### config.mk
export PLATFORM = sky130hd
export DESIGN_NAME = bsp_isqrt
export DESIGN_NICKNAME = d
export VERILOG_FILES = /design/src/design/bsp_pkg.sv /design/src/design/bsp_isqrt.sv
export SDC_FILE = /design/constraint.sdc
export NUM_CORES = 1
export LEC_CHECK = 0
export ABC_AREA = 0
export BUFFER_PORTS_ARGS = -buffer_cell sky130_fd_sc_hd__buf_2
export CORE_MARGIN = 5
export CORE_UTILIZATION = 43
export DETAILED_ROUTE_END_ITERATION = 10
export SLEW_MARGIN = 40
export SYNTH_ARGS = -nofsm -noshare
export SYNTH_HDL_FRONTEND = slang
export SYNTH_SLANG_ARGS = --single-unit
export TNS_END_PERCENT = 10
### constraint.sdc
create_clock -name aclk -period 2.7 [get_ports aclk]
set_clock_uncertainty 0.15 [all_clocks]
set_input_delay 0.27 -clock aclk [delete_from_list [all_inputs] [get_ports aclk]]
set_output_delay 0.27 -clock aclk [all_outputs]
set_load 0.03 [all_outputs]
### src/design/bsp_pkg.sv
// ----------------------------------------------------------------------------
// bsp_pkg - shared constants for the bounding sphere block
// Coordinate, store and result widths, and the packing of the stream words.
// ----------------------------------------------------------------------------
package bsp_pkg;

    // point store geometry
    localparam int MAX_POINTS = 1024;
    localparam int ADDR_W     = $clog2(MAX_POINTS);
    localparam int CNT_W      = ADDR_W + 1;

    // coordinate and result widths
    localparam int COORD_BITS = 16;
    localparam int PT_W       = 3 * COORD_BITS;
    localparam int DIFF_W     = COORD_BITS + 1;
    localparam int RAD_W      = COORD_BITS + 1;
    localparam int R2_W       = 2 * RAD_W;

    // square root unit: one result bit per step
    localparam int SQ_STEPS   = RAD_W;
    localparam int SQ_CNT_W   = $clog2(SQ_STEPS + 1);
    localparam int SQ_REM_W   = RAD_W + 3;

    // stream word widths
    localparam int IN_TDATA_W  = ((PT_W + 7) / 8) * 8;
    localparam int OUT_BITS    = 6 * COORD_BITS + R2_W + RAD_W;
    localparam int OUT_TDATA_W = ((OUT_BITS + 7) / 8) * 8;

    typedef logic [2:0][COORD_BITS-1:0] point_t;

endpackage

### src/design/bsp_isqrt.sv
// ----------------------------------------------------------------------------
// bsp_isqrt - iterative integer square root
// Restoring digit-by-digit root, one result bit per clock; the result holds
// with done high until the next start.
// ----------------------------------------------------------------------------
module bsp_isqrt (
    input  logic                      aclk,
    input  logic                      aresetn,
    input  logic                      start,
    input  logic [bsp_pkg::R2_W-1:0]  radicand,
    output logic                      done,
    output logic [bsp_pkg::RAD_W-1:0] root
);

    logic [bsp_pkg::R2_W-1:0]     rad_reg;
    logic [bsp_pkg::SQ_REM_W-1:0] rem_reg;
    logic [bsp_pkg::RAD_W-1:0]    root_reg;
    logic [bsp_pkg::SQ_CNT_W-1:0] cnt_reg;
    logic                         busy_reg;
    logic                         done_reg;

    logic [bsp_pkg::SQ_REM_W-1:0] rem_sh;
    logic [bsp_pkg::SQ_REM_W-1:0] trial;
    logic                         fits;

    // bring down the next two radicand bits and try a one
    assign rem_sh = {rem_reg[bsp_pkg::SQ_REM_W-3:0], rad_reg[bsp_pkg::R2_W-1 -: 2]};
    assign trial  = bsp_pkg::SQ_REM_W'({root_reg, 2'b01});
    assign fits   = rem_sh >= trial;

    // control
    always_ff @(posedge aclk) begin
        if (!aresetn) begin
            busy_reg <= 1'b0;
            done_reg <= 1'b0;
            cnt_reg  <= '0;
        end else if (start) begin
            busy_reg <= 1'b1;
            done_reg <= 1'b0;
            cnt_reg  <= bsp_pkg::SQ_CNT_W'(bsp_pkg::SQ_STEPS);
        end else if (busy_reg) begin
            cnt_reg <= cnt_reg - 1'b1;
            if (cnt_reg == bsp_pkg::SQ_CNT_W'(1)) begin
                busy_reg <= 1'b0;
                done_reg <= 1'b1;
            end
        end
    end

    // datapath
    always_ff @(posedge aclk) begin
        if (start) begin
            rad_reg  <= radicand;
            rem_reg  <= '0;
            root_reg <= '0;
        end else if (busy_reg) begin
            rad_reg  <= {rad_reg[bsp_pkg::R2_W-3:0], 2'b00};
            rem_reg  <= fits ? (rem_sh - trial) : rem_sh;
            root_reg <= {root_reg[bsp_pkg::RAD_W-2:0], fits};
        end
    end

    assign done = done_reg;
    assign root = root_reg;

endmodule

==> results.md, run 1 <==
* Max incr delay on CP at 0.40 ns
* Synth area leader: edfxtp_1
* Status: finished, final reports clean
* CTS tree: built
* Maxcap violations at 0
* Finished Layout Cells at 622
* Unrepaired setup endpoints after global routing: true
* Yosys reg bits at 76
* Cell Area, Synth at 4420 sq um
* Placed Cells at 604
* Crit path top cell by count: nand2_1
* Switching share of power at 0.423
* Cell Area, Placed at 4790 sq um
* Critical Path AT at 2.63 ns
* Reg2Reg Depth at 9
* Critical Path RT at 2.80 ns
* CP max stage cell: ha_1
* Worst Path Max Fanout at 10
* Largest delay contributor family on the critical path: compound AO/OA/AOI/OAI gates
* GRT overflow at 0
* Commonest non-fill, non-tap cell in the layout: buf_2
* Period utilisation layout at 0.934
* Largest net degree at the start of global routing at 41
* Final #Nets at 539
* CP Capture Type: flip-flop
* Wire length per cell at 15.7 microns
* Seq pwr share at 0.308
* Initial DRT Pass Iterations at 4
* Max Freq at roughly 0.40 GHz
* Most frequent cells in the layout: 54 x buf_2, 46 x nor2_1, 41 x dfxtp_1
* Post-route ant nets at 0
* Chip width at 111 microns
* Synth area leaders: edfxtp_1 23%, dfxtp_1 19%, mux2_2 8.1%, ha_1 5.9%, nor2_1 3.9%
* Final instance area at approximately 5000 sq um
* PD cells at 945 nW/um^2
* Final worst setup slack at around 0.18 ns
* Diode count at 0
* Worst-Margin Slew at 0.529 ns
* Number of global-route vias before repair at between 3000 and 4000
* Reg clk slew, reported paths at 0.08 ns
* Yosys top cell area share at 0.231
* # IOs at 55
* Die ar. at 12400 sq um
* H-Tree Level Count at 3
* Cells after synthesis at 427
* GRT Total Usage at 0.159
* Critical-path cell list: inv_1 > ha_1 > inv_2 > o31ai_4 > nand2_1 > nand2_1 > buf_4 > o21ai_1 > a311oi_1
* Mapped Nets at 485
* Mean area per synthesized cell at 10.4 sq um
* Reg-to-reg startpoint: root[12]$_SDFFE_PP0P_
* Number of synthesized flops with an enable pin at 34
* Setup TNS at 0 ns
* Setup-failing EPs final at 0
* Max clock buf depth at 2
* Global-route wire length before repair at roughly 16000 microns
* Max-slew violation count at 0
* WHS Path Cells at 2
* Most common flop cell mapped by yosys: dfxtp_1
* Hold Path Class: in -> reg
* Synth warn at 0
* Worst hold start: aresetn
* Max VDD drop at 0.409 mV
* Port bufs at 54
* Flop2flop setup slack at between 0.15 and 0.2 ns
* Post-Route WL at just under 10000 microns
* Pre-CTS setup slack at 0.154 ns
* WHS Endpoint: cnt_reg[4]$_SDFFE_PN0P_
* Clk network pwr share at 0.192
* Min cycle time layout at approximately 2.5 ns
* Sequential share of the synthesized area at 0.421
* CP bufs+invs at 3
* Sink Count at 76
* Via/cell ratio at 5.23
* Vias at between 3000 and 4000
* Root buffer cell: clkbuf_8
* Ratio of cells with drive above 1 in the final layout at 0.307
* Num CTS Buffers at 9
* WS Path Type: reg -> reg
* Int Power at 2730 uW
* Initial Utilization at 0.434
* FF-to-FF End: rem_reg[3]$_SDFFE_PP0P_
* Initial antenna violation count at 0
* Slew Limit Headroom at 0.644
* Fin. Hold Viols at 0
* Number of remaining DRC errors at 0
* Site row count at 37
* RePlAce Congestion at 0.865
* Die Span Y at ~110 microns
* Tot Pwr at about 4700 uW
* DRT iter0 DRCs at 187
* FFs w/ async S/R, synth at 0
* Core box area at 10200 sq um
* Skew-Pair Late Insertion Delay at roughly 0.35 ns
* Comb pwr share at 0.501
* Max reg flops at 34
* Setup crit start kind: flip-flop
* Area Overhead vs Synth at 13.4%
* Hpwl dp at 7300 microns
* Leak at a little under 0.002 uW
* Cell variety after synth at 63
* NetSw at around 2000 uW
power by group through the flow:
stage	combinational, uW	clock (uW)	sequential [uW]
6_report	2370	908	1460
4_1_cts	2300	940	1460
3_5_place_dp	2290	0	1480
3_3_place_gp	2250	0	1480
5_1_grt	2580	990	1470
2_1_floorplan	1960	0	1450
synth_stat cells, drive strengths merged (10+ instances only):
cell	count
nor2	48
dfxtp	42
edfxtp	34
mux2	32
inv	28
nand2	24
a21oi	22
o21ai	22
ha	21
mux2i	16
buf	15
nand3	13
nand4	12
xnor2	11
clkbuf	10
what timing repair did:
item | CTS | global route
hold endpoints to repair | 0 | 0
endpoints found under the setup margin | 0 | 13
setup buffers | 0 | 2
gates resized for setup | 0 | 2
hold buffers | 0 | 0
how the worst max path moves through the flow:
stage	startpoint	end	slack [ns]	cells past startpoint
2_1_floorplan	root[1]$_SDFFE_PP0P_	rem_reg[7]$_SDFFE_PP0P_	0.22	8
3_3_place_gp	root[5]$_SDFFE_PP0P_	root[0]$_SDFFE_PP0P_	0.20	8
3_5_place_dp	root[7]$_SDFFE_PP0P_	rem_reg[12]$_SDFFE_PP0P_	0.15	9
4_1_cts	root[7]$_SDFFE_PP0P_	rem_reg[3]$_SDFFE_PP0P_	0.11	8
5_1_grt	root[12]$_SDFFE_PP0P_	rem_reg[3]$_SDFFE_PP0P_	-0.006	9
6_report	root[12]$_SDFFE_PP0P_	rem_reg[3]$_SDFFE_PP0P_	0.18	9
kinds of logic (layout without fill, tap and decap cells):
logic type | after synthesis | after routing | share of synthesized area
buf+inv | 53 | 112 | 0.0608
simple gates | 125 | 125 | 0.142
xor+xnor | 16 | 16 | 0.0317
mux | 48 | 48 | 0.118
compound gates | 88 | 88 | 0.168
fa+ha+maj | 21 | 21 | 0.0594
flops | 76 | 76 | 0.421
per-stage QoR:
| stage | util | hold slack [ns] |
|---|---|---|
| 2_1_floorplan | - | 0.238 |
| 3_3_place_gp | 0.470 | 0.308 |
| 3_5_place_dp | 0.470 | 0.317 |
| 4_1_cts | 0.491 | 0.000950 |
| 5_1_grt | 0.492 | 0.0245 |
| 6_report | 0.492 | 0.0171 |
layer usage:
| metal | vias to the layer above | GRT usage | wire, microns |
|---|---|---|---|
| li1 | 1667 | - | - |
| met1 | 1525 | 0.223 | 4820 |
| met2 | 53 | 0.244 | 4450 |
| met3 | 9 | 0.0348 | 410 |
| met4 | 0 | 0.0527 | 92 |
| met5 | - | 0 | 0 |
cell type report:
cell class,count,area [sq um]
Clock inverter,7,83.8
Clock buffer,9,124
Fill cell,988,5170
Inverter,28,105
Tap cell,136,170
Sequential cell,76,1860
Timing Repair Buffer,68,375
Multi-Input combinational cell,298,2290
No activity file was read; power rests on OpenSTA's default activity.
==> run 2, diff against run 1 <==
HOLD_SLACK_MARGIN = 0.15   (was unset)
PLACE_DENSITY = 0.59   (was unset)
SETUP_SLACK_MARGIN = 0.3   (was unset)
==> run 2 against run 1 <==
  * Critical path depth shrank 1
  * Final cell count grew 7.7%
  * Global-route usage grew 0.96 points
  * Critical endpoint is now rem_reg[10]$_SDFFE_PP0P_
  * Worst hold slack gained 0.33 ns
  * Combinational power grew 18%
==> results.md, run 2 (synthesis results as in run 1) <==
* Commonest non-fill, non-tap cell in the layout: buf_2 (unchanged)
* DRT iter0 DRCs at 250 (was 187)
* Max-slew violation count at 0 (unchanged)
* Fill count at 937 (was 988)
* Setup-failing EPs final at 0 (unchanged)
* Max VDD drop at 0.463 mV (was 0.409 mV)
* Chip width at 111 microns (unchanged)
* Skew-Pair Late Insertion Delay at 0.35 ns (about the same)
* Site row count at 37 (unchanged)
* Die Span Y at 111 microns (unchanged)
* CTS tree: built (unchanged)
* Vias at 3554 (was 3254)
* Core box area at 10200 sq um (unchanged)
* Hold Path Class: reg -> reg (was in -> reg)
* Num CTS Buffers at 9 (unchanged)
* Max Freq at 0.430 GHz (was 0.397 GHz)
* Number of remaining DRC errors at 0 (unchanged)
* WS Path Type: reg -> reg (unchanged)
* RePlAce Congestion at 0.871 (was 0.865)
* Initial DRT Pass Iterations at 4 (unchanged)
* Int Power at 2920 uW (was 2730 uW)
* Post-route ant nets at 0 (unchanged)
* Final instance area at 5630 sq um (was 5010 sq um)
* GRT overflow at 0 (unchanged)
* Setup crit start kind: flip-flop (unchanged)
* Critical Path AT at 2.43 ns (was 2.63 ns)
* CP Capture Type: flip-flop (unchanged)
* Largest net degree at the start of global routing at 38 (was 41)
* Clk network pwr share at 0.151 (was 0.192)
* Max reg flops at 34 (unchanged)
* Min cycle time layout at 2.33 ns (was 2.52 ns)
* Reg clk slew, reported paths at 0.08 ns (about the same)
* Ratio of cells with drive above 1 in the final layout at 0.356 (was 0.307)
* Die ar. at 12400 sq um (unchanged)
* Initial antenna violation count at 0 (unchanged)
* # IOs at 55 (unchanged)
* Number of global-route vias before repair at 3568 (was 3234)
* Worst Path Max Fanout at 13 (was 10)
* Placed Cells at 604 (unchanged)
* Cell Area, Placed at 4790 sq um (about the same)
* Sink Count at 76 (unchanged)
* Area Overhead vs Synth at 27.2% (was 13.4%)
* Critical Path RT at 2.81 ns (was 2.80 ns)
* Global-route wire length before repair at 17200 microns (was 16100 microns)
* Worst-Margin Slew at 0.748 ns (was 0.529 ns)
* Initial Utilization at 0.434 (unchanged)
* Diode count at 0 (unchanged)
* Unrepaired setup endpoints after global routing: true (unchanged)
* PD cells at 892 nW/um^2 (was 945 nW/um^2)
* GRT Total Usage at 0.169 (was 0.159)
* Seq pwr share at 0.294 (was 0.308)
* Hpwl dp at 7320 microns (was 7300 microns)
* Slew Limit Headroom at 0.500 (was 0.644)
* H-Tree Level Count at 3 (unchanged)
* Comb pwr share at 0.555 (was 0.501)
* Maxcap violations at 0 (unchanged)
* Leak at 0.00218 uW (was 0.00197 uW)
* Fin. Hold Viols at 0 (unchanged)
* Setup TNS at 0 ns (unchanged)
* Final #Nets at 587 (was 539)
* Wire length per cell at 15.5 microns (was 15.7 microns)
* Most frequent cells in the layout: 54 x buf_2, 45 x nor2_1, 36 x dlygate4sd3_1 (was 54 x buf_2, 46 x nor2_1, 41 x dfxtp_1)
* Port bufs at 54 (unchanged)
* NetSw at 2090 uW (was 2000 uW)
* Max clock buf depth at 2 (unchanged)
* Period utilisation layout at 0.861 (was 0.934)
* Via/cell ratio at 5.30 (was 5.23)
* Switching share of power at 0.417 (was 0.423)
* Post-Route WL at 10400 microns (was 9780 microns)
* Status: finished, final reports clean (unchanged)
* Finished Layout Cells at 670 (was 622)
* Root buffer cell: clkbuf_8 (unchanged)
-- run 2: cell types whose count changed in the layout (fill, tap and decap cells not counted), moves of 3 or more --
cell | previous run | this run
dlygate4sd3_1 | 0 | 36
a21oi_1 | 17 | 14
dfxtp_2 | 1 | 9
buf_4 | 14 | 24
ha_4 | 0 | 8
ha_1 | 21 | 9
ha_2 | 0 | 4
dfxtp_1 | 41 | 33
-- run 2: final timing paths --
path,from,to,slack [ns],cells after the start
hold reg to reg,done$_SDFFE_PP0P_,done$_SDFFE_PP0P_,0.35,2
setup reg to reg,root[15]$_SDFFE_PP0P_,rem_reg[10]$_SDFFE_PP0P_,0.37,8
setup / recovery,root[15]$_SDFFE_PP0P_,rem_reg[10]$_SDFFE_PP0P_,0.37,8
hold / removal,done$_SDFFE_PP0P_,done$_SDFFE_PP0P_,0.35,2
-- run 2: power by group through the flow --
| stage | Combinational, uW | Sequential (uW) | Clock (uW) |
|---|---|---|---|
| after global routing | 3040 | 1490 | 841 |
| after detailed placement | 2270 | 1490 | 0 |
| final | 2790 | 1470 | 758 |
| after floorplan | 1960 | 1450 | 0 |
| after global placement | 2240 | 1480 | 0 |
| after CTS | 2400 | 1460 | 785 |
-- run 2: layout make-up --
class | count | area [sq um] | area share
Multi-Input combinational cell | 298 | 2480 | 0.440
Clock buffer | 9 | 124 | 0.0220
Inverter | 28 | 105 | 0.0187
Sequential cell | 76 | 1870 | 0.333
Timing Repair Buffer | 116 | 833 | 0.148
Clock inverter | 7 | 43.8 | 0.00778
Tap cell | 136 | 170 | 0.0302
-- run 2: metal layers --
| layer | track usage | vias up | share of wire |
|---|---|---|---|
| li1 | - | 1757 | - |
| met1 | 0.226 | 1690 | 0.45 |
| met2 | 0.268 | 94 | 0.48 |
| met3 | 0.0391 | 13 | 0.059 |
| met4 | 0.0592 | 0 | 0.014 |
| met5 | 0 | - | 0 |
-- run 2: what timing repair did --
| item | 4_1_cts | 5_1_grt |
|---|---|---|
| hold buffers | 36 | 0 |
| gates resized for setup | 6 | 39 |
| endpoints found under the hold margin | 41 | 0 |
| pin swaps | 1 | 12 |
| gates cloned | 0 | 0 |
| setup endpoints to repair | 18 | 19 |
| setup buffers | 2 | 12 |
-- run 2: per-stage QoR --
stage                     hold slack (ns)  power [uW]  worst slack, ns  utilization
final                               0.351        5020            0.375        0.552
after global routing                0.361        5370            0.247        0.552
after floorplan                     0.238        3410            0.282            -
after detailed placement            0.332        3760            0.137        0.471
after CTS                           0.349        4650            0.250        0.526
after global placement              0.308        3730            0.165        0.471
-- run 2: worst max-delay path, cell delays in order, from the launching register on --
cell and delay, ns:
dfxtp_1 0.41, inv_1 0.07, ha_1 0.33, a21o_1 0.20, a211oi_2 0.35, and2_4 0.30, buf_4 0.14, nand3_2 0.07
a311oi_2 0.23
==> run 3, diff against run 2 <==
CELL_PAD_IN_SITES_DETAIL_PLACEMENT = 1   (was unset)
CELL_PAD_IN_SITES_GLOBAL_PLACEMENT = 1   (was unset)
CTS_BUF_LIST = sky130_fd_sc_hd__clkbuf_8   (was unset)
PLACE_DENSITY = 0.73   (was 0.59)
==> run 3 against run 2 <==
  * First-iteration DRC count up 31%
  * Utilization up 2.1 points
  * Critical path depth up 1
  * Largest power group unchanged
  * Flip-flop and latch count is the same
  * Via count up 11%
  * Final area is 3.8% higher
  * Worst hold slack worse by 0.13 ns
  * Sequential power hardly changed
  * Final cell count increased by 0.60%
  * Largest cell class unchanged
  * Highest routed layer unchanged
  * Global-route usage grew 5.0 points
  * Clock-buffer cell count unchanged
  * Die area did not move
==> results.md, run 3 (synthesis results as in run 1) <==
* Max Freq at 0.418 GHz (was 0.430 GHz)
* GRT overflow at 0 (unchanged)
* PD cells at 1010 nW/um^2 (was 892 nW/um^2)
* Die Span Y at 111 microns (unchanged)
* Initial antenna violation count at 0 (unchanged)
* Met2 Usage GRT at 0.382 (was 0.268)
* Reg clk slew, reported paths at 0.10 ns (was 0.08 ns)
* Global-route wire length before repair at 21700 microns (was 17200 microns)
* Final core occ at 0.573 (was 0.552)
* Slew Limit Headroom at 0.643 (was 0.500)
* Critical-path cell list: ha_4 > a211oi_2 > nor2_1 > nor2_2 > a31oi_4 > buf_6 > buf_4 > o2111ai_1 > nand3_1 (was inv_1 > ha_1 > a21o_1 > a211oi_2 > and2_4 > buf_4 > nand3_2 > a311oi_2)
* Die ar. at 12400 sq um (unchanged)
* Number of global-route vias before repair at 4076 (was 3568)
* CP bufs+invs at 2 (unchanged)
* Max reg flops at 34 (unchanged)
* Tot Pwr at 5910 uW (was 5020 uW)
* M3 GR Usage at 0.0391 (unchanged)
* Core box area at 10200 sq um (unchanged)
* Critical Path RT at 2.80 ns (was 2.81 ns)
* GRT Total Usage at 0.218 (was 0.169)
* Largest delay contributor family on the critical path: compound AO/OA/AOI/OAI gates (unchanged)
* Hold Path Class: in -> reg (was reg -> reg)
* Area Overhead vs Synth at 32.0% (was 27.2%)
* Leak at 0.00227 uW (was 0.00218 uW)
* Final #Nets at 591 (was 587)
* Setup-failing EPs final at 0 (unchanged)
* Root buffer cell: clkbuf_8 (unchanged)
* Site row count at 37 (unchanged)
* Vias at 3946 (was 3554)
* Most frequent cells in the layout: 54 x buf_2, 42 x nor2_1, 35 x dlygate4sd3_1 (was 54 x buf_2, 45 x nor2_1, 36 x dlygate4sd3_1)
* Diode count at 0 (unchanged)
* Met1 GRT Util at 0.261 (was 0.226)
* Unrepaired setup endpoints after global routing: true (unchanged)
* Max-slew violation count at 0 (unchanged)
* Post-route ant nets at 0 (unchanged)
* Period utilisation layout at 0.886 (was 0.861)
* Worst Path Max Fanout at 7 (was 13)
* Critical Path AT at 2.49 ns (was 2.43 ns)
* CTS tree: built (unchanged)
* CP Capture Type: flip-flop (unchanged)
* Wire length per cell at 21.8 microns (was 15.5 microns)
* Fin. Hold Viols at 0 (unchanged)
* Post-Route WL at 14700 microns (was 10400 microns)
* Skew-Pair Late Insertion Delay at 0.37 ns (was 0.35 ns)
* Ratio of cells with drive above 1 in the final layout at 0.387 (was 0.356)
* Max VDD drop at 0.455 mV (was 0.463 mV)
* # IOs at 55 (unchanged)
* Fill count at 1123 (was 937)
* WS Path Type: reg -> reg (unchanged)
* RePlAce Congestion at 0.858 (was 0.871)
* Max clock buf depth at 2 (unchanged)
* Sink Count at 76 (unchanged)
* Via/cell ratio at 5.85 (was 5.30)
* Max incr delay on CP at 0.47 ns (was 0.41 ns)
* Final instance area at 5840 sq um (was 5630 sq um)
* Maxcap violations at 0 (unchanged)
* Number of remaining DRC errors at 0 (unchanged)
* H-Tree Level Count at 3 (unchanged)
* Min cycle time layout at 2.39 ns (was 2.33 ns)
* CP max stage cell: dfxtp_1 (unchanged)
* Largest net degree at the start of global routing at 67 (was 38)
* Top Usage Layer GRT: met2 (unchanged)
* Reg area at 1880 sq um (was 1870 sq um)
* Setup TNS at 0 ns (unchanged)
* Area occupied by multi-input gates at 2560 sq um (was 2480 sq um)
* Hold slack final at 0.221 ns (was 0.351 ns)
* Cell Area, Placed at 4800 sq um (was 4790 sq um)
* DRT iter0 DRCs at 328 (was 250)
* Initial Utilization at 0.434 (unchanged)
* Setup crit start kind: flip-flop (unchanged)
* Initial DRT Pass Iterations at 5 (was 4)
* Num CTS Buffers at 9 (unchanged)
* Hpwl dp at 8220 microns (was 7320 microns)
* Port bufs at 54 (unchanged)
* Worst-Margin Slew at 0.535 ns (was 0.748 ns)
* Chip width at 111 microns (unchanged)
* Commonest non-fill, non-tap cell in the layout: buf_2 (unchanged)
* Status: finished, final reports clean (unchanged)
[run 3: cell count changes in the layout (fill, tap and decap cells not counted), moves of 3 or more]
cell | before | now
dfxtp_2 | 9 | 12
dfxtp_1 | 33 | 29
inv_6 | 0 | 5
nor2_1 | 45 | 42
ha_4 | 8 | 11
[run 3: worst paths after layout]
kind                            startpoint                  endpoint  slack, ns  cells past startpoint
setup / recovery   rem_reg[7]$_SDFFE_PP0P_  rem_reg[16]$_SDFFE_PP0P_       0.31                      9
hold / removal                       start   rem_reg[0]$_SDFFE_PP0P_       0.22                      4
setup reg to reg   rem_reg[7]$_SDFFE_PP0P_  rem_reg[16]$_SDFFE_PP0P_       0.31                      9
hold reg to reg   rem_reg[16]$_SDFFE_PP0P_  rem_reg[16]$_SDFFE_PP0P_       0.35                      2
[run 3: layout make-up]
cell class,instances,area share
Multi-Input combinational cell,298,0.439
Clock inverter,7,0.0178
Timing Repair Buffer,120,0.153
Tap cell,136,0.0291
Clock buffer,9,0.0212
Inverter,28,0.0180
Sequential cell,76,0.322
[run 3: routing by layer]
metal	part of all wire	wire (microns)	up-vias
li1	-	-	1762
met1	0.39	5680	1965
met2	0.51	7470	165
met3	0.061	899	54
met4	0.042	620	0
met5	0	0	-
[run 3: stage by stage]
stage	setup slack, ns	std cells
2_1_floorplan	0.282	427
3_3_place_gp	0.192	603
3_5_place_dp	0.0624	603
4_1_cts	0.275	662
5_1_grt	0.213	674
6_report	0.309	674
[run 3: power breakdown]
group | internal [uW] | switching [uW] | total (uW)
sequential | 1350 | 139 | 1490
combinational | 1440 | 1920 | 3370
clock | 538 | 515 | 1050
[run 3: worst register-to-register path, stage by stage, from the launching register on]
cell and delay, ns:
dfxtp_1 0.47, ha_4 0.27, a211oi_2 0.25, nor2_1 0.15, nor2_2 0.22, a31oi_4 0.20, buf_6 0.18, buf_4 0.13
o2111ai_1 0.18, nand3_1 0.09
[run 3: timing repair]
action                                  in CTS  in global routing
buffers inserted                             8                 12
resized for setup                           25                 44
endpoints found under the hold margin       41                  0
pin swaps                                    7                 22
endpoints found under the setup margin      18                 19
hold buffers                                35                  0
